File: config.mk
export PLATFORM = sky130hd
export DESIGN_NAME = hex_command_line_tokenizer
export DESIGN_NICKNAME = d
export VERILOG_FILES = /design/src/hdl/hctok_pkg.sv /design/src/hdl/hex_command_line_tokenizer.sv /design/src/hdl/hctok_front.sv /design/src/hdl/hctok_queue.sv /design/src/hdl/hctok_emit.sv
export SDC_FILE = /design/constraint.sdc
export NUM_CORES = 1
export LEC_CHECK = 0
export BUFFER_PORTS_ARGS = -buffer_cell sky130_fd_sc_hd__buf_2
export CORE_ASPECT_RATIO = 0.75
export CORE_MARGIN = 2
export CORE_UTILIZATION = 25
export DETAILED_ROUTE_END_ITERATION = 12
export SLEW_MARGIN = 20
export SYNTH_ARGS = -nofsm -noshare
export SYNTH_HDL_FRONTEND = slang
export SYNTH_SLANG_ARGS = --single-unit
File: constraint.sdc
create_clock -name clk -period 8 [get_ports clk]
set_clock_uncertainty 0.1 [all_clocks]
set_input_delay 0.8 -clock clk [delete_from_list [all_inputs] [get_ports clk]]
set_output_delay 0.8 -clock clk [all_outputs]
set_load 0.05 [all_outputs]
File: src/hdl/hctok_pkg.sv
// ----------------------------------------------------------------------------
// hctok_pkg
// shared types and constants of the hex command line tokenizer
// ----------------------------------------------------------------------------
`default_nettype none

package hctok_pkg;

    localparam int DEF_LINE_MAX     = 256;
    localparam int DEF_MAX_COMMANDS = 32;
    localparam int DEF_QUEUE_DEPTH  = 4;

    localparam logic [1:0] KIND_CMD  = 2'd0;
    localparam logic [1:0] KIND_DATA = 2'd1;
    localparam logic [1:0] KIND_EOL  = 2'd2;

    localparam logic [7:0] CHAR_NUL = 8'h00;
    localparam logic [7:0] CHAR_CR  = 8'h0d;
    localparam logic [7:0] CHAR_LF  = 8'h0a;
    localparam logic [7:0] CHAR_UA  = 8'h41;
    localparam logic [7:0] CHAR_UZ  = 8'h5a;
    localparam logic [7:0] CHAR_LA  = 8'h61;
    localparam logic [7:0] CHAR_LF_HEX = 8'h66;
    localparam logic [7:0] CHAR_D0  = 8'h30;
    localparam logic [7:0] CHAR_D9  = 8'h39;
    localparam logic [3:0] HEX_ALPHA_OFS = 4'd9;

    typedef struct packed {
        logic [1:0] kind;
        logic [7:0] value;
        logic [4:0] command_index;
        logic [6:0] byte_index;
        logic [5:0] command_count;
        logic       overflow;
    } result_t;

    // results caused by one input byte; r0 goes out first
    typedef struct packed {
        logic    two;
        result_t r0;
        result_t r1;
    } entry_t;

endpackage

`default_nettype wire

File: src/hdl/hex_command_line_tokenizer.sv
// ----------------------------------------------------------------------------
// hex_command_line_tokenizer
// splits received bytes into lines of commands with hex data bytes
// ----------------------------------------------------------------------------
// One received byte is taken per clock while full is low. Each byte yields
// zero, one or two results (command start, data byte, end of line); the last
// result of a byte carries last. The front updates the parse state in the
// cycle a byte is taken, so input runs at one byte per cycle while full is
// low. Results leave through a queue of QUEUE_DEPTH entries and a registered
// output stage at one result per cycle while pop is high, so a byte with two
// results holds the output stage until both are popped; full rises only once
// the queue is filled by such bytes or by a stalled pop.
`default_nettype none

module hex_command_line_tokenizer #(
    parameter int LINE_MAX     = hctok_pkg::DEF_LINE_MAX,
    parameter int MAX_COMMANDS = hctok_pkg::DEF_MAX_COMMANDS,
    parameter int QUEUE_DEPTH  = hctok_pkg::DEF_QUEUE_DEPTH
) (
    input  wire logic        clk,
    input  wire logic        rst_n,
    input  wire logic        push,
    output logic             full,
    input  wire logic [7:0]  rx_byte,
    input  wire logic        pop,
    output logic             empty,
    output logic [1:0]       kind,
    output logic [7:0]       value,
    output logic [4:0]       command_index,
    output logic [6:0]       byte_index,
    output logic [5:0]       command_count,
    output logic             overflow,
    output logic             last
);
    import hctok_pkg::*;

    entry_t f_entry;
    logic   f_valid;
    entry_t q_entry;
    logic   q_not_empty;
    logic   q_pop;
    logic   accept;

    assign accept = push && !full;

    hctok_front #(
        .LINE_MAX     (LINE_MAX),
        .MAX_COMMANDS (MAX_COMMANDS)
    ) u_front (
        .clk         (clk),
        .rst_n       (rst_n),
        .accept      (accept),
        .rx_byte     (rx_byte),
        .entry       (f_entry),
        .entry_valid (f_valid)
    );

    hctok_queue #(
        .DEPTH (QUEUE_DEPTH)
    ) u_queue (
        .clk       (clk),
        .rst_n     (rst_n),
        .wr_en     (f_valid),
        .wr_entry  (f_entry),
        .full      (full),
        .rd_en     (q_pop),
        .rd_entry  (q_entry),
        .not_empty (q_not_empty)
    );

    hctok_emit u_emit (
        .clk           (clk),
        .rst_n         (rst_n),
        .q_entry       (q_entry),
        .q_not_empty   (q_not_empty),
        .q_pop         (q_pop),
        .pop           (pop),
        .empty         (empty),
        .kind          (kind),
        .value         (value),
        .command_index (command_index),
        .byte_index    (byte_index),
        .command_count (command_count),
        .overflow      (overflow),
        .last          (last)
    );

endmodule

`default_nettype wire

File: src/hdl/hctok_front.sv
// ----------------------------------------------------------------------------
// hctok_front
// accepts bytes, tracks line and parse state, builds the results of each byte
// ----------------------------------------------------------------------------
`default_nettype none

module hctok_front #(
    parameter int LINE_MAX     = hctok_pkg::DEF_LINE_MAX,
    parameter int MAX_COMMANDS = hctok_pkg::DEF_MAX_COMMANDS
) (
    input  wire logic              clk,
    input  wire logic              rst_n,
    input  wire logic              accept,
    input  wire logic [7:0]        rx_byte,
    output hctok_pkg::entry_t      entry,
    output logic                   entry_valid
);
    import hctok_pkg::*;

    localparam int LEN_W = $clog2(LINE_MAX + 1);
    localparam int CS_W  = $clog2(MAX_COMMANDS + 1);

    localparam logic [1:0] PH_WAIT = 2'd0;
    localparam logic [1:0] PH_CMD  = 2'd1;
    localparam logic [1:0] PH_NIB2 = 2'd2;
    localparam logic [1:0] PH_SKIP = 2'd3;

    logic [1:0]      phase_reg, phase_next;
    logic [LEN_W-1:0] len_reg, len_next;
    logic            halted_reg, halted_next;
    logic [3:0]      hn_reg, hn_next;
    logic [CS_W-1:0] cs_reg, cs_next;
    logic [6:0]      bic_reg, bic_next;
    logic            drop_reg, drop_next;

    logic            is_eol, is_letter, is_digit, is_alpha, is_hex;
    logic            do_end, do_parse, flush_ok, have_flush, main_valid;
    logic [3:0]      nib;
    result_t         flush_res, main_res;

    always_comb
    begin
        is_eol    = (rx_byte == CHAR_CR) || (rx_byte == CHAR_LF);
        is_letter = (rx_byte >= CHAR_UA) && (rx_byte <= CHAR_UZ);
        is_digit  = (rx_byte >= CHAR_D0) && (rx_byte <= CHAR_D9);
        is_alpha  = (rx_byte >= CHAR_LA) && (rx_byte <= CHAR_LF_HEX);
        is_hex    = is_digit || is_alpha;
        nib       = is_digit ? rx_byte[3:0] : 4'(rx_byte[3:0] + HEX_ALPHA_OFS);

        flush_ok  = (phase_reg == PH_NIB2) && (cs_reg != '0);

        flush_res.kind          = KIND_DATA;
        flush_res.value         = {hn_reg, 4'b0000};
        flush_res.command_index = 5'(cs_reg - 1'b1);
        flush_res.byte_index    = bic_reg;
        flush_res.command_count = 6'd0;
        flush_res.overflow      = drop_reg;

        main_res.kind          = KIND_DATA;
        main_res.value         = {hn_reg, nib};
        main_res.command_index = 5'(cs_reg - 1'b1);
        main_res.byte_index    = bic_reg;
        main_res.command_count = 6'd0;
        main_res.overflow      = drop_reg;

        phase_next  = phase_reg;
        len_next    = len_reg;
        halted_next = halted_reg;
        hn_next     = hn_reg;
        cs_next     = cs_reg;
        bic_next    = bic_reg;
        drop_next   = drop_reg;
        have_flush  = 1'b0;
        main_valid  = 1'b0;

        do_end   = 1'b0;
        do_parse = 1'b0;
        if (is_eol)
        begin
            do_end = (len_reg != '0);
        end
        else if (len_reg >= LEN_W'(LINE_MAX))
        begin
            // byte arriving on a full line closes it and is dropped
            do_end = 1'b1;
        end
        else
        begin
            len_next = LEN_W'(len_reg + 1'b1);
            do_parse = !halted_reg;
        end

        if (do_end)
        begin
            have_flush             = flush_ok;
            main_valid             = 1'b1;
            main_res.kind          = KIND_EOL;
            main_res.value         = 8'd0;
            main_res.command_index = 5'd0;
            main_res.byte_index    = 7'd0;
            main_res.command_count = 6'(cs_reg);
            phase_next  = PH_WAIT;
            len_next    = '0;
            halted_next = 1'b0;
            hn_next     = 4'd0;
            cs_next     = '0;
            bic_next    = 7'd0;
            drop_next   = 1'b0;
        end
        else if (do_parse)
        begin
            if (rx_byte == CHAR_NUL)
            begin
                have_flush = flush_ok;
                if (flush_ok)
                begin
                    bic_next = 7'(bic_reg + 1'b1);
                end
                halted_next = 1'b1;
                phase_next  = PH_WAIT;
            end
            else if (is_letter)
            begin
                have_flush = flush_ok;
                if (cs_reg < CS_W'(MAX_COMMANDS))
                begin
                    main_valid             = 1'b1;
                    main_res.kind          = KIND_CMD;
                    main_res.value         = rx_byte;
                    main_res.command_index = 5'(cs_reg);
                    main_res.byte_index    = 7'd0;
                    cs_next    = CS_W'(cs_reg + 1'b1);
                    bic_next   = 7'd0;
                    hn_next    = 4'd0;
                    phase_next = PH_CMD;
                end
                else
                begin
                    drop_next  = 1'b1;
                    phase_next = PH_SKIP;
                    if (flush_ok)
                    begin
                        bic_next = 7'(bic_reg + 1'b1);
                    end
                end
            end
            else if (is_hex)
            begin
                if (phase_reg == PH_CMD)
                begin
                    hn_next    = nib;
                    phase_next = PH_NIB2;
                end
                else if (phase_reg == PH_NIB2)
                begin
                    main_valid = 1'b1;
                    bic_next   = 7'(bic_reg + 1'b1);
                    phase_next = PH_CMD;
                end
            end
        end

        entry_valid = accept && (have_flush || main_valid);
        entry.two   = have_flush && main_valid;
        entry.r0    = have_flush ? flush_res : main_res;
        entry.r1    = main_res;
    end

    always_ff @(posedge clk or negedge rst_n)
    begin
        if (!rst_n)
        begin
            phase_reg  <= PH_WAIT;
            len_reg    <= '0;
            halted_reg <= 1'b0;
            hn_reg     <= 4'd0;
            cs_reg     <= '0;
            bic_reg    <= 7'd0;
            drop_reg   <= 1'b0;
        end
        else if (accept)
        begin
            phase_reg  <= phase_next;
            len_reg    <= len_next;
            halted_reg <= halted_next;
            hn_reg     <= hn_next;
            cs_reg     <= cs_next;
            bic_reg    <= bic_next;
            drop_reg   <= drop_next;
        end
    end

    a_len_bound: assert property (@(posedge clk) disable iff (!rst_n)
        len_reg <= LEN_W'(LINE_MAX))
        else $error("line length beyond limit");

    a_cs_bound: assert property (@(posedge clk) disable iff (!rst_n)
        cs_reg <= CS_W'(MAX_COMMANDS))
        else $error("command count beyond limit");

    a_nib_has_cmd: assert property (@(posedge clk) disable iff (!rst_n)
        (phase_reg == PH_NIB2) |-> (cs_reg != '0))
        else $error("pending nibble without a command");

    a_halt_idle: assert property (@(posedge clk) disable iff (!rst_n)
        halted_reg |-> (phase_reg == PH_WAIT))
        else $error("parsing while line halted");

endmodule

`default_nettype wire

File: src/hdl/hctok_queue.sv
// ----------------------------------------------------------------------------
// hctok_queue
// short queue of result entries between the front and the emitter
// ----------------------------------------------------------------------------
`default_nettype none

module hctok_queue #(
    parameter int DEPTH = hctok_pkg::DEF_QUEUE_DEPTH
) (
    input  wire logic               clk,
    input  wire logic               rst_n,
    input  wire logic               wr_en,
    input  wire hctok_pkg::entry_t  wr_entry,
    output logic                    full,
    input  wire logic               rd_en,
    output hctok_pkg::entry_t       rd_entry,
    output logic                    not_empty
);
    import hctok_pkg::*;

    localparam int PTR_W = (DEPTH > 1) ? $clog2(DEPTH) : 1;
    localparam int CNT_W = $clog2(DEPTH + 1);

    entry_t           mem_reg [DEPTH];
    logic [PTR_W-1:0] wp_reg, wp_next;
    logic [PTR_W-1:0] rp_reg, rp_next;
    logic [CNT_W-1:0] cnt_reg, cnt_next;
    logic             do_wr, do_rd;

    always_comb
    begin
        full      = (cnt_reg == CNT_W'(DEPTH));
        not_empty = (cnt_reg != '0);
        do_wr     = wr_en && !full;
        do_rd     = rd_en && not_empty;
        rd_entry  = mem_reg[rp_reg];

        wp_next = wp_reg;
        if (do_wr)
        begin
            wp_next = (wp_reg == PTR_W'(DEPTH - 1)) ? '0 : PTR_W'(wp_reg + 1'b1);
        end
        rp_next = rp_reg;
        if (do_rd)
        begin
            rp_next = (rp_reg == PTR_W'(DEPTH - 1)) ? '0 : PTR_W'(rp_reg + 1'b1);
        end
        cnt_next = cnt_reg;
        case ({do_wr, do_rd})
            2'b10:   cnt_next = CNT_W'(cnt_reg + 1'b1);
            2'b01:   cnt_next = CNT_W'(cnt_reg - 1'b1);
            default: cnt_next = cnt_reg;
        endcase
    end

    always_ff @(posedge clk or negedge rst_n)
    begin
        if (!rst_n)
        begin
            wp_reg  <= '0;
            rp_reg  <= '0;
            cnt_reg <= '0;
        end
        else
        begin
            wp_reg  <= wp_next;
            rp_reg  <= rp_next;
            cnt_reg <= cnt_next;
        end
    end

    always_ff @(posedge clk)
    begin
        if (do_wr)
        begin
            mem_reg[wp_reg] <= wr_entry;
        end
    end

    a_cnt_bound: assert property (@(posedge clk) disable iff (!rst_n)
        cnt_reg <= CNT_W'(DEPTH))
        else $error("queue count beyond depth");

    a_ptr_gap: assert property (@(posedge clk) disable iff (!rst_n)
        (cnt_reg == '0) |-> (wp_reg == rp_reg))
        else $error("queue pointers apart while empty");

    a_cnt_step: assert property (@(posedge clk) disable iff (!rst_n)
        (do_wr && !do_rd) |=> (cnt_reg == CNT_W'($past(cnt_reg) + 1'b1)))
        else $error("queue count missed a write");

endmodule

`default_nettype wire

File: src/hdl/hctok_emit.sv
// ----------------------------------------------------------------------------
// hctok_emit
// holds one entry and hands its results out one transaction at a time
// ----------------------------------------------------------------------------
`default_nettype none

module hctok_emit (
    input  wire logic          clk,
    input  wire logic          rst_n,
    input  wire hctok_pkg::entry_t q_entry,
    input  wire logic          q_not_empty,
    output logic               q_pop,
    input  wire logic          pop,
    output logic               empty,
    output logic [1:0]         kind,
    output logic [7:0]         value,
    output logic [4:0]         command_index,
    output logic [6:0]         byte_index,
    output logic [5:0]         command_count,
    output logic               overflow,
    output logic               last
);
    import hctok_pkg::*;

    entry_t  ent_reg;
    logic    hold_reg, hold_next;
    logic    sel_reg, sel_next;
    result_t cur;
    logic    taken;

    always_comb
    begin
        cur   = sel_reg ? ent_reg.r1 : ent_reg.r0;
        last  = sel_reg || !ent_reg.two;
        empty = !hold_reg;
        taken = pop && hold_reg;

        // refill when nothing is held or the held entry is finishing
        q_pop = q_not_empty && (!hold_reg || (taken && last));

        hold_next = hold_reg;
        sel_next  = sel_reg;
        if (q_pop)
        begin
            hold_next = 1'b1;
            sel_next  = 1'b0;
        end
        else if (taken)
        begin
            if (last)
            begin
                hold_next = 1'b0;
                sel_next  = 1'b0;
            end
            else
            begin
                sel_next = 1'b1;
            end
        end

        kind          = cur.kind;
        value         = cur.value;
        command_index = cur.command_index;
        byte_index    = cur.byte_index;
        command_count = cur.command_count;
        overflow      = cur.overflow;
    end

    always_ff @(posedge clk or negedge rst_n)
    begin
        if (!rst_n)
        begin
            hold_reg <= 1'b0;
            sel_reg  <= 1'b0;
        end
        else
        begin
            hold_reg <= hold_next;
            sel_reg  <= sel_next;
        end
    end

    always_ff @(posedge clk)
    begin
        if (q_pop)
        begin
            ent_reg <= q_entry;
        end
    end

    a_sel_two: assert property (@(posedge clk) disable iff (!rst_n)
        sel_reg |-> (hold_reg && ent_reg.two))
        else $error("second result selected on a single entry");

    a_no_early_pull: assert property (@(posedge clk) disable iff (!rst_n)
        (hold_reg && !(pop && last)) |-> !q_pop)
        else $error("entry pulled while one is still pending");

    a_first_then_second: assert property (@(posedge clk) disable iff (!rst_n)
        (taken && !last) |=> (hold_reg && sel_reg))
        else $error("second result lost");

endmodule

`default_nettype wire
Word-level counts from Yosys, hierarchy flattened
Memories as Yosys holds them, arrays and structs flattened. A register that Yosys moved wholly into a read port is not among the register bits.
Index checks and enable logic that the tools add are counted.
{ "classes": {"mul": 0, "shifts": 0, "bitwise_logic": 0, "n_reduce_logical": 45, "addsub": 9, "div": 0, "mux": 76, "eq_ne": 15, "magnitude_cmp": 8} }
{ "op_table": {"columns": ["op", "count"], "rows": [
  ["22-bit two-way mux", 4],
  ["7-bit two-way mux", 9],
  ["29-bit two-way mux", 2],
  ["6-bit two-way mux", 6],
  ["1-bit two-way mux", 32],
  ["4-bit two-way mux", 8],
  ["9-bit two-way mux", 3],
  ["21-bit two-way mux", 1],
  ["2-bit two-way mux", 10],
  ["8-bit by 4-bit equality test with 1-bit output, second input constant", 2],
  ["8-bit by 7-bit >= comparator with 1-bit output, second input constant", 2],
  ["8-bit by 7-bit <= comparator with 1-bit output, second input constant", 2],
  ["5-bit AND reduction", 3],
  ["2-bit nonzero test", 7],
  ["1-bit logical AND", 12],
  ["9-bit by 1-bit adder with 9-bit output, second input constant", 1],
  ["9-bit >= comparator, second input constant", 1],
  ["3-bit nonzero test", 3],
  ["9-bit nonzero test", 1],
  ["2-bit equality test, second input constant", 4],
  ["8-bit by 6-bit >= comparator with 1-bit output, second input constant", 1],
  ["8-bit by 6-bit <= comparator with 1-bit output, second input constant", 1],
  ["8-bit zero test", 1],
  ["4-bit nonzero test", 2],
  ["23 further kinds", 35]
]} }
{ "totals": {"latchBits": 0, "romBits": 0, "register_bits": 39, "memories": 1, "wordCells": 166, "ram_bits": 236} }
{ "mem_list": {"columns": ["name", "depth", "word_bits", "rd", "rd_ports_with_merged_regs", "wr", "line_no", "rtl"], "rows": [
  ["u_queue.mem_reg", 4, 59, 1, 1, 1, "hctok_queue.sv:24", "entry_t mem_reg [DEPTH];"]
]} }

Logic depth before layout (Yosys ltp)
Gate-level depths: netlist (run 1).
{ "depth": {"ltp_word": 13, "depth_mapped": 16, "depth_no_buf": 15} }

Modules after synthesis
Synthesis (run 1) repeated with hierarchy kept, for this count alone.
{ "hier_totals": {"cells_unflattened": 787, "hier_area_um2": 14063.5} }
{ "by_module_without_submodules": {"columns": ["module", "cells_per_inst", "area_per_inst_um2", "seq_area_each_um2", "instances"], "rows": [
  ["hctok_queue", 349, 9037.4, 7262.0, 1],
  ["hctok_front", 335, 2780.2, 750.7, 1],
  ["hctok_emit", 102, 2232.1, 1821.7, 1],
  ["hex_command_line_tokenizer", 1, 13.8, 0.0, 1]
]} }

Worst setup path before layout (run 1)
Ideal clock, no wire load.
{ "synth_timing": {"kind": "register to register", "start": "register u_emit.sel_reg", "end": "register u_queue.cnt_reg[2]", "path_stages_with_launch": 10, "slack_ns": 2.527, "setup_time_ns": 0.079, "t_arrival_ns": 5.293, "path_cell_list": "dfrtp_1 -> nand2b_1 -> nand2_1 -> a21oi_1 -> ha_1 -> inv_1 -> fa_1 -> xor2_1 -> nor2_1 -> xor2_1"} }
{ "synth_between": {"elab_chain_len": 7, "word_cells_on_any_way": 9, "classes_between": "eq/ne (2); mux (1); reduce/logical (6)"} }
{ "synth_lines": {"columns": ["element", "line_no", "rtl"], "rows": [
  ["start: declaration", "hctok_emit.sv:27", "logic sel_reg, sel_next;"],
  ["start signal: assignment", "hctok_emit.sv:79", "sel_reg <= sel_next;"],
  ["1-bit logical OR (*)", "hctok_emit.sv:34", "last = sel_reg || !ent_reg.two;"],
  ["named net last", "hex_command_line_tokenizer.sv:33", "output logic last"],
  ["1-bit logical AND (*)", "hctok_emit.sv:39", "q_pop = q_not_empty && (!hold_reg || (taken && last));"],
  ["1-bit logical OR (*)", "hctok_emit.sv:39", null],
  ["1-bit logical AND (*)", "hctok_emit.sv:39", null],
  ["named net q_pop", "hex_command_line_tokenizer.sv:41", "logic q_pop;"],
  ["1-bit logical AND (*)", "hctok_queue.sv:35", "do_rd = rd_en && not_empty;"],
  ["2-bit by 1-bit equality test with 1-bit output or 2-bit equality test (tied branches)", "hctok_queue.sv:49", "case ({do_wr, do_rd})"],
  ["3-bit one-hot mux with 2 select lines or 2-bit nonzero test (tied branches)", null, null],
  ["end signal: assignment", "hctok_queue.sv:68", "cnt_reg <= cnt_next;"],
  ["end: declaration", "hctok_queue.sv:27", "logic [CNT_W-1:0] cnt_reg, cnt_next;"]
]} }
The timed path passes the listed nets; every way through them passes the cells marked *.
A chain may end at the register's enable or synchronous reset.

Final worst setup path (run 1)
{ "layout_timing": {"start": "input rx_byte[1]", "end": "memory u_queue.mem_reg[1][7] (netlist bit) (enable)"} }
{ "layout_between": {"elab_chain_len": 13, "word_cells_on_any_way": 30, "classes_between": "order compare (6); eq/ne (2); mux (13); reduce/logical (9)"} }
{ "layout_lines": {"columns": ["element", "line_no", "rtl"], "rows": [
  ["start: declaration", "hex_command_line_tokenizer.sv:24", "input wire logic [7:0] rx_byte,"],
  ["8-bit by 6-bit >= comparator with 1-bit output (tied with other cells)", "hctok_front.sv:45", "is_digit = (rx_byte >= CHAR_D0) && (rx_byte <= CHAR_D9);"],
  ["1-bit logical AND, on equally long branches", "hctok_front.sv:45, hctok_front.sv:46", null],
  ["1-bit logical OR", "hctok_front.sv:47", "is_hex = is_digit || is_alpha;"],
  ["1-bit two-way mux", "hctok_front.sv:147", "else if (is_hex)"],
  ["1-bit two-way mux", "hctok_front.sv:122", "else if (is_letter)"],
  ["1-bit two-way mux", "hctok_front.sv:112", "if (rx_byte == CHAR_NUL)"],
  ["1-bit two-way mux", "hctok_front.sv:110", "else if (do_parse)"],
  ["1-bit two-way mux", "hctok_front.sv:93", "if (do_end)"],
  ["1-bit logical OR (*)", "hctok_front.sv:163", "entry_valid = accept && (have_flush || main_valid);"],
  ["1-bit logical AND (*)", "hctok_front.sv:163", null],
  ["1-bit logical AND (*)", "hctok_queue.sv:34", "do_wr = wr_en && !full;"],
  ["1-bit two-way mux (*)", "hctok_queue.sv:74", "if (do_wr)"],
  ["1-bit two-way mux (not written as such) (*)", "hctok_queue.sv:76", "mem_reg[wp_reg] <= wr_entry;"],
  ["end: declaration", "hctok_queue.sv:24", null]
]} }
Mark *: on every way between the ends. The rest lies on a longest branch, timed or not.

==> results of run 1 <==
[routing by layer]
| layer | GRT usage [%] | part of all wire [%] | vias to the layer above |
|---|---|---|---|
| met2 | 14.4 | 42 | 215 |
| met4 | 2.18 | 1.8 | 0 |
| li1 | - | - | 3137 |
| met3 | 2.68 | 7.5 | 38 |
| met1 | 15.5 | 48 | 3662 |
| met5 | 0 | 0 | - |
[report_power, final]
group          switching [mW]  leakage, nW  internal, mW
clock                   0.616        0.476         0.808
sequential              0.186         3.22          2.26
combinational            1.06         1.65         0.591
total                    1.86         5.34          3.66
[how the worst max path moves through the flow]
stage	to	slack [ns]	depth (start not counted)
3_3_place_gp	u_queue.mem_reg[1][4]	3.23	10
4_1_cts	u_queue.mem_reg[1][6]	3.65	10
5_1_grt	u_queue.cnt_reg[2]	3.39	15
6_report	u_queue.mem_reg[1][7]	3.65	10
2_1_floorplan	u_queue.cnt_reg[2]	2.53	9
3_5_place_dp	u_queue.mem_reg[0][4]	3.07	10
[area by class of cell]
class | instances | share of cell area, %
flip-flops and latches | 329 | 62.1
diodes | 2 | 0.0321
clock buffers | 39 | 5.17
inverters | 27 | 0.650
well taps | 712 | 5.71
clock inverters | 17 | 1.06
repair buffers | 52 | 1.81
multi-input cells | 379 | 23.4
[metrics by stage]
step                      setup WS [ns]  util, %
after floorplan                    2.53        -
after global placement             3.23     27.5
after detailed placement           3.07     27.5
after CTS                          3.65     29.3
after global routing               3.39     29.3
final                              3.65     29.3
[worst register-to-register path, stage by stage (launching register included)]
cell and delay [ns]:
dfrtp_1 0.42, inv_1 0.10, ha_1 0.14, or4b_1 0.45, or4_4 0.47, a21oi_4 0.46, inv_2 0.32, a311oi_2 0.48
a21oi_2 0.20, and2_2 0.47, buf_4 0.41
[synthesized netlist by cell type (11+ instances only)]
library cell	count	area (sq um)
ha_1	17	213
xor2_1	13	114
inv_1	26	97.6
o21ai_0	22	110
dfrtp_1	39	976
and2_1	32	200
nand2_1	21	78.8
a21oi_1	21	105
edfxtp_1	290	8710
mux2_2	40	450
clkbuf_1	23	86.3
nand3_1	11	55.1
nor2_1	41	154
mux4_2	58	1310
[cell families (layout without fill, tap and decap cells)]
family / after synthesis / count (layout) / share of synthesized area (%)
simple gates: 143 / 143 / 5.54
other cells: 0 / 2 / 0
flops: 329 / 329 / 71.4
compound gates: 100 / 100 / 5.24
mux: 102 / 102 / 13.3
fa+ha+maj: 18 / 18 / 1.72
xor+xnor: 16 / 16 / 1.03
buf+inv: 62 / 135 / 1.77
==> out/results.ini, run 1 <==
[clock_network]
clockBufferDepth=3
cts_made_buffers=31
h-tree-depth=1
clkLatencyLatePin_ns=0.57
cts.sinks=329
cts_setup_buffers=0
hold_buffers=0
clock-root-buffer=clkbuf_16
cts_tree=done
clk_pin_slew_ns=0.07
postCtsResizedCells=0

[cells_and_area]
final_cells=1557
fin_nets=850
final_cell_area_sq_um=15600
mostFrequentLayoutCell=edfxtp_1
largest_register_ffs=232
fill_cells=5243
multiInputGateArea_sq_um=3650
register_area_sq_um=9690
drive_gt1_share_pct=25.3
area_growth_pct=15.0
final_cell_mix=290 x edfxtp_1, 58 x mux4_2, 43 x buf_2

[outcome]
outcome=finished, final reports clean

[sta]
slew-limit-headroom_pct=33.4
drv_slew=0
grt_setup_unrepaired=no
tightest_slew_ns=0.993
fin_hold_ws_ns=0.259
setup_violations=0
tns_ns=0
finalHoldViolCount=0
period_share_pct=54.4
fin_crit_ns=4.35
fmax_mhz=230

[floorplan]
die_w_um=273
ioPinCount=44
die_h_um=206
rows=73
die_area_sq_um=56100
start_util_pct=25.5
core_area_sq_um=53200

[setup_path]
endpoint_kind=flop
cp_num_buf_inv=3
rrSetupSlack_ns=3.66
path_max_fanout=34
start_kind=input port
worstPathArrival_ns=4.46
reg2reg_depth=10
cp_slowest_cell=and2_2
required_ns=8.11
path_class=in2reg
crit_chain=buf_2 > inv_1 > ha_1 > mux2_2 > and3_1 > a211oi_1 > o21ai_4 > a21oi_2 > and2_2 > buf_4
critPathLaunch=rx_byte[1]
critical-path-max-stage-delay_ns=0.66
critPathTopFamily=compound AO/OA/AOI/OAI gates
r2r-start=u_front.len_reg[0]
r2r_end=u_queue.mem_reg[1][7]

[synthesis]
synthCells=770
ys_seq_elements=329
synth_ff_type=edfxtp_1
syn_nets=800
avgSynthCellArea_sq_um=17.6
yosys_warnings=0
synth_area_sq_um=13600
synth_cell_type_count=66
synth-seq-area-share_pct=71.4
async_flop_share_pct=11.9
synth_edf_count=290

[power_and_ir_drop]
fin_total_pwr_mw=5.53
ir_drop_v=0.000147
pwr_density_cell_nw_per_um2=354
p_leak_nw=5.34

[job]
maxCapViolCount=0

[place]
placed_cells=1499
numPortBuffers=43
placed_cell_area_sq_um=14600
gp_congestion=0.845
hpwl_um=18600

[global_routing]
grt_pass1_vias=6927
grt_overflow=0
track_usage_pct=10.2
grt_max_degree=61
antenna_found_initial=3
grt_pass1_wl_um=43800

[drt]
drt_drc_violations_left=0
routed_wl_um=28700
viasPerCell=4.53
routedWlPerCell_um=18.5
vias=7052
first_iter_violations=531
ant_nets=0
firstDrtPassIters=5

[min_path]
worstHoldPathType=in2async

No activity file was read; power rests on OpenSTA's default activity.
==> run 2, diff against run 1 <==
==> constraint.sdc (replaced) <==
create_clock -name clk -period 4.1 [get_ports clk]
set_clock_uncertainty 0.1 [all_clocks]
set_input_delay 0.41 -clock clk [delete_from_list [all_inputs] [get_ports clk]]
set_output_delay 0.41 -clock clk [all_outputs]
set_load 0.05 [all_outputs]
==> run 2 against run 1 <==
- power is 98% higher
- sequential cell count stayed put
- setup slack worse by 3.1 ns
- clock power is 100% higher
- final area is 1.6% higher
- register-to-register slack worse by 3.1 ns
- critical endpoint is now u_queue.cnt_reg[2]
==> out/results.ini, run 2 (synthesis gave the netlist of run 1 again) <==
[sta]
fin_hold_ws_ns=0.0211  ; -0.238 ns
slew-limit-headroom_pct=32.4  ; -1.0 points
drv_slew=0  ; unchanged
tightest_slew_ns=1.01  ; +0.0154 ns
tns_ns=0  ; unchanged
fin_crit_ns=3.58
setup_violations=0  ; unchanged
finalHoldViolCount=0  ; unchanged
grt_setup_unrepaired=no
period_share_pct=87.3
fmax_mhz=280

[cells_and_area]
final_cell_mix=290 x edfxtp_1, 58 x mux4_2, 43 x buf_2
final_cells=1578  ; +1.3%
largest_register_ffs=232  ; unchanged
fin_util_pct=29.8  ; +0.47 points
mostFrequentLayoutCell=edfxtp_1
drive_gt1_share_pct=26.9  ; +1.6 points
area_growth_pct=16.9
fin_nets=869  ; +2.2%

[drt]
firstDrtPassIters=5  ; unchanged
drt_drc_violations_left=0  ; unchanged
viasPerCell=4.53  ; about the same
routedWlPerCell_um=18.9  ; +2.5%
ant_nets=0  ; unchanged
vias=7148  ; +1.4%
routed_wl_um=29900  ; +3.9%
first_iter_violations=525  ; -1.1%

[clock_network]
h-tree-depth=1  ; unchanged
hold_buffers=1  ; +1
clkLatencyLatePin_ns=0.57  ; about the same
cts_tree=done
cts.sinks=329  ; unchanged
clk_pin_slew_ns=0.07  ; about the same
clockBufferDepth=3  ; unchanged
postCtsResizedCells=0  ; unchanged
cts_made_buffers=30  ; -3.2%
clock-root-buffer=clkbuf_16
cts_setup_buffers=0  ; unchanged

[setup_path]
reg2reg_depth=15  ; +5
endpoint_kind=flop
rrSetupSlack_ns=0.52  ; -3.14 ns
required_ns=4.49  ; -3.62 ns
worstPathArrival_ns=3.97  ; -0.49 ns
r2r_end=u_queue.cnt_reg[2]
path_class=reg2reg
path_max_fanout=5  ; -85%
r2r-start=u_front.len_reg[0]
start_kind=flop

[global_routing]
grt_pass1_wl_um=44700  ; +2.0%
track_usage_pct=10.5  ; +0.34 points
grt_pass1_vias=6918  ; -0.13%
grt_overflow=0  ; unchanged
antenna_found_initial=3  ; unchanged
grt_max_degree=61  ; unchanged

[min_path]
worstHoldStart=pop
worstHoldPathType=in2reg
holdPathStages=3
whs_endpoint=u_emit.sel_reg

[floorplan]
rows=73  ; unchanged
die_area_sq_um=56100  ; unchanged
start_util_pct=25.5  ; unchanged
core_area_sq_um=53200  ; unchanged
die_h_um=206  ; unchanged
die_w_um=273  ; unchanged
ioPinCount=44  ; unchanged

[place]
gp_congestion=0.900  ; +6.6%
numPortBuffers=43  ; unchanged
hpwl_um=19200  ; +3.0%
placed_cells=1518  ; +1.3%

[job]
maxCapViolCount=0  ; unchanged

[outcome]
outcome=finished, final reports clean

[power_and_ir_drop]
p_leak_nw=5.47  ; +2.4%
ir_drop_v=0.000358  ; +140%
pwr_density_cell_nw_per_um2=690  ; +95%

run 2: per-stage QoR:
stage	total power [mW]	area, sq um	worst slack [ns]
2_1_floorplan	7.18	13600	0.0396
3_3_place_gp	8.16	14800	0.532
4_1_cts	11.1	15800	0.560
6_report	10.9	15800	0.523
5_1_grt	11.5	15800	0.324
3_5_place_dp	8.21	14800	0.469
run 2: power breakdown:
part	switching [mW]	internal [mW]	total [mW]
clock network	1.20	1.68	2.88
logic	2.06	1.19	3.25
registers	0.395	4.42	4.81
total	3.66	7.28	10.9
run 2: routing by layer:
metal	track usage, %	vias to the layer above	share of wire (%)
met5	0	-	0
met1	16.3	3741	50
met2	15.1	194	42
met3	2.39	31	6.2
met4	1.69	0	1.2
li1	-	3182	-
run 2: layout make-up:
class	instances	area, sq um
multi-input combinational	379	3650
sequential	329	9690
inverter	27	101
timing repair buffer	72	485
fill	5219	37400
tap	712	891
antenna	3	7.51
clock inverter	19	226
clock buffer	37	787
run 2: worst max-delay path by stage:
stage	start	to	slack [ns]
after floorplan	u_emit.sel_reg	u_queue.cnt_reg[2]	0.04
after global placement	rx_byte[1]	u_queue.cnt_reg[2]	0.53
after detailed placement	rx_byte[1]	u_queue.cnt_reg[2]	0.47
after CTS	u_front.len_reg[0]	u_queue.cnt_reg[2]	0.56
after global routing	u_front.len_reg[0]	u_queue.cnt_reg[2]	0.32
final	u_front.len_reg[0]	u_queue.cnt_reg[2]	0.52
run 2: worst max-delay path, stage by stage (launching register included):
cell      delay (ns)
dfrtp_1         0.42
inv_1           0.10
ha_1            0.14
or4b_1          0.46
or4_4           0.47
a21oi_4         0.16
inv_2           0.05
a311oi_2        0.34
a21oi_2         0.11
inv_1           0.08
ha_1            0.17
inv_1           0.06
fa_1            0.37
xor2_1          0.16
nor2_1          0.12
xor2_1          0.16
==> run 3, diff against run 2 <==
==> constraint.sdc (replaced) <==
create_clock -name clk -period 4.1 [get_ports clk]
set_clock_uncertainty 0.1 [all_clocks]
set_input_delay 0.615 -clock clk [delete_from_list [all_inputs] [get_ports clk]]
set_output_delay 0.615 -clock clk [all_outputs]
set_load 0.05 [all_outputs]
==> run 3 against run 2 <==
- maximum frequency grew 1.5%
- non-clock buffer count shrank 3
- sequential power grew 1%
- final area shrank 0.64%
- worst hold slack gained 0.065 ns
- first-iteration DRC count grew 34%
- via count shrank 1.2%
- global-route usage shrank 0.065 points
- power shrank 1.5%
- die area is the same
==> out/results.ini, run 3 (synthesis gave the netlist of run 1 again) <==
[cells_and_area]
fill_cells=5200  ; -0.36%
area_growth_pct=16.1
fin_nets=866  ; -0.35%
final_cell_area_sq_um=15700  ; -0.64%
drive_gt1_share_pct=26.6  ; -0.28 points
final_cells=1569  ; -0.57%
largest_register_ffs=232  ; unchanged
final_cell_mix=290 x edfxtp_1, 58 x mux4_2, 43 x buf_2
mostFrequentLayoutCell=edfxtp_1
diodes=0  ; -3

[floorplan]
die_area_sq_um=56100  ; unchanged
rows=73  ; unchanged
core_area_sq_um=53200  ; unchanged
die_h_um=206  ; unchanged
die_w_um=273  ; unchanged
ioPinCount=44  ; unchanged
start_util_pct=25.5  ; unchanged

[global_routing]
track_usage_pct=10.5  ; -0.065 points
use_met3_pct=1.59  ; -0.81 points
antenna_found_initial=0  ; -3
grt_pass1_vias=6969  ; +0.74%
use_met1_pct=16.8  ; +0.52 points
grt_max_degree=61  ; unchanged
grt.met2_usage_pct=14.8  ; -0.34 points
grt_pass1_wl_um=44600  ; -0.29%
top_usage_layer=met1
grt_overflow=0  ; unchanged

[place]
pre_cts_slack_ns=0.321  ; -0.148 ns
placed_cell_area_sq_um=14800  ; -0.10%
placed_cells=1516  ; -0.13%
numPortBuffers=43  ; unchanged
gp_congestion=0.868  ; -3.7%
hpwl_um=19100  ; -0.63%

[setup_path]
crit_chain=inv_1 > ha_1 > or4b_1 > or4_4 > a211o_1 > o21ai_4 > a21oi_2 > inv_1 > ha_1 > inv_1 > fa_1 > xor2_1 > nor2_1 > xor2_1
cpMostUsedCell=inv_1
crit_cells=14  ; -1
critical-path-max-stage-delay_ns=0.48  ; about the same
required_ns=4.50  ; about the same
start_kind=flop
critPathTopFamily=simple AND/OR/NAND/NOR gates
worstPathArrival_ns=3.93  ; -0.04 ns
cp_slowest_cell=or4b_1
reg2reg_depth=14  ; -1
path_max_fanout=5  ; unchanged
cp_num_buf_inv=3  ; -1
endpoint_kind=flop
path_class=reg2reg

[clock_network]
cts_setup_buffers=0  ; unchanged
cts.sinks=329  ; unchanged
postCtsResizedCells=0  ; unchanged
clk_pin_slew_ns=0.07  ; about the same
clockBufferDepth=3  ; unchanged
clkLatencyLatePin_ns=0.58  ; about the same
cts_tree=done
hold_buffers=0  ; -1
h-tree-depth=1  ; unchanged
clock-root-buffer=clkbuf_16
cts_made_buffers=30  ; unchanged

[job]
maxCapViolCount=0  ; unchanged

[sta]
finalHoldViolCount=0  ; unchanged
tns_ns=0  ; unchanged
fmax_mhz=284  ; +1.5%
drv_slew=0  ; unchanged
setup_violations=0  ; unchanged
grt_setup_unrepaired=no
slew-limit-headroom_pct=35.1  ; +2.7 points
setup_slack_ns=0.575  ; +0.0527 ns
tightest_slew_ns=0.974  ; -0.0350 ns
fin_crit_ns=3.52  ; -0.0527 ns
period_share_pct=86.0  ; -1.3 points

[power_and_ir_drop]
fin_total_pwr_mw=10.8  ; -1.5%
ir_drop_v=0.000408  ; +14%
p_leak_nw=5.42  ; -0.92%
pwr_density_cell_nw_per_um2=685  ; -0.83%

[drt]
routedWlPerCell_um=18.8  ; -0.50%
ant_nets=0  ; unchanged
drt_drc_violations_left=0  ; unchanged
vias=7060  ; -1.2%
viasPerCell=4.50  ; -0.66%
firstDrtPassIters=5  ; unchanged
first_iter_violations=701  ; +34%
routed_wl_um=29500  ; -1.1%

[min_path]
worstHoldPathType=in2async

[outcome]
outcome=finished, final reports clean

## run 3: changes by cell type in the layout (fill, tap and decap cells not counted)
cell | previous run | this run
dlygate4sd3_1 | 1 | 0
buf_4 | 24 | 22
clkbuf_8 | 1 | 2
bufinv_16 | 5 | 2
clkinv_16 | 0 | 1
clkinv_8 | 1 | 0
clkinv_1 | 9 | 8
diode_2 | 3 | 0
inv_8 | 1 | 0
inv_6 | 0 | 1
## run 3: path summary, 6_finish.rpt
check	endpoint	slack (ns)	startpoint
worst min-delay path	u_front.phase_reg[0]	0.09	rst_n
max in group asynchronous	u_queue.rp_reg[0]	3.09	rst_n
worst max register to register	u_queue.cnt_reg[2]	0.58	u_front.len_reg[0]
min in group clk	u_emit.sel_reg	0.21	pop
worst max-delay path	u_queue.cnt_reg[2]	0.58	u_front.len_reg[0]
worst min register to register	u_queue.cnt_reg[2]	0.42	u_queue.cnt_reg[2]
## run 3: routing by layer
| metal | share of wire, % | wire, um |
|---|---|---|
| met1 | 52 | 15300 |
| met3 | 4.5 | 1340 |
| met4 | 1.7 | 502 |
| met5 | 0 | 0 |
| met2 | 42 | 12400 |
## run 3: where the power goes
part / internal (mW) / total [mW] / switching, mW
clock network: 1.50 / 2.70 / 1.20
registers: 4.42 / 4.88 / 0.462
logic: 1.19 / 3.20 / 2.01
## run 3: final cells by class
class	instances	area (sq um)	share of cell area, %
sequential	329	9690	61.6
multi-input combinational	379	3650	23.2
tap	712	891	5.66
clock buffer	38	801	5.09
timing repair buffer	69	460	2.93
clock inverter	15	144	0.914
inverter	27	101	0.644
## run 3: through the flow
| step | util, % | hold WS, ns |
|---|---|---|
| floorplan | - | 0.219 |
| global placement | 27.8 | 0.412 |
| detailed placement | 27.8 | 0.409 |
| CTS | 29.6 | 0.101 |
| global route | 29.6 | 0.166 |
| finish | 29.6 | 0.0864 |
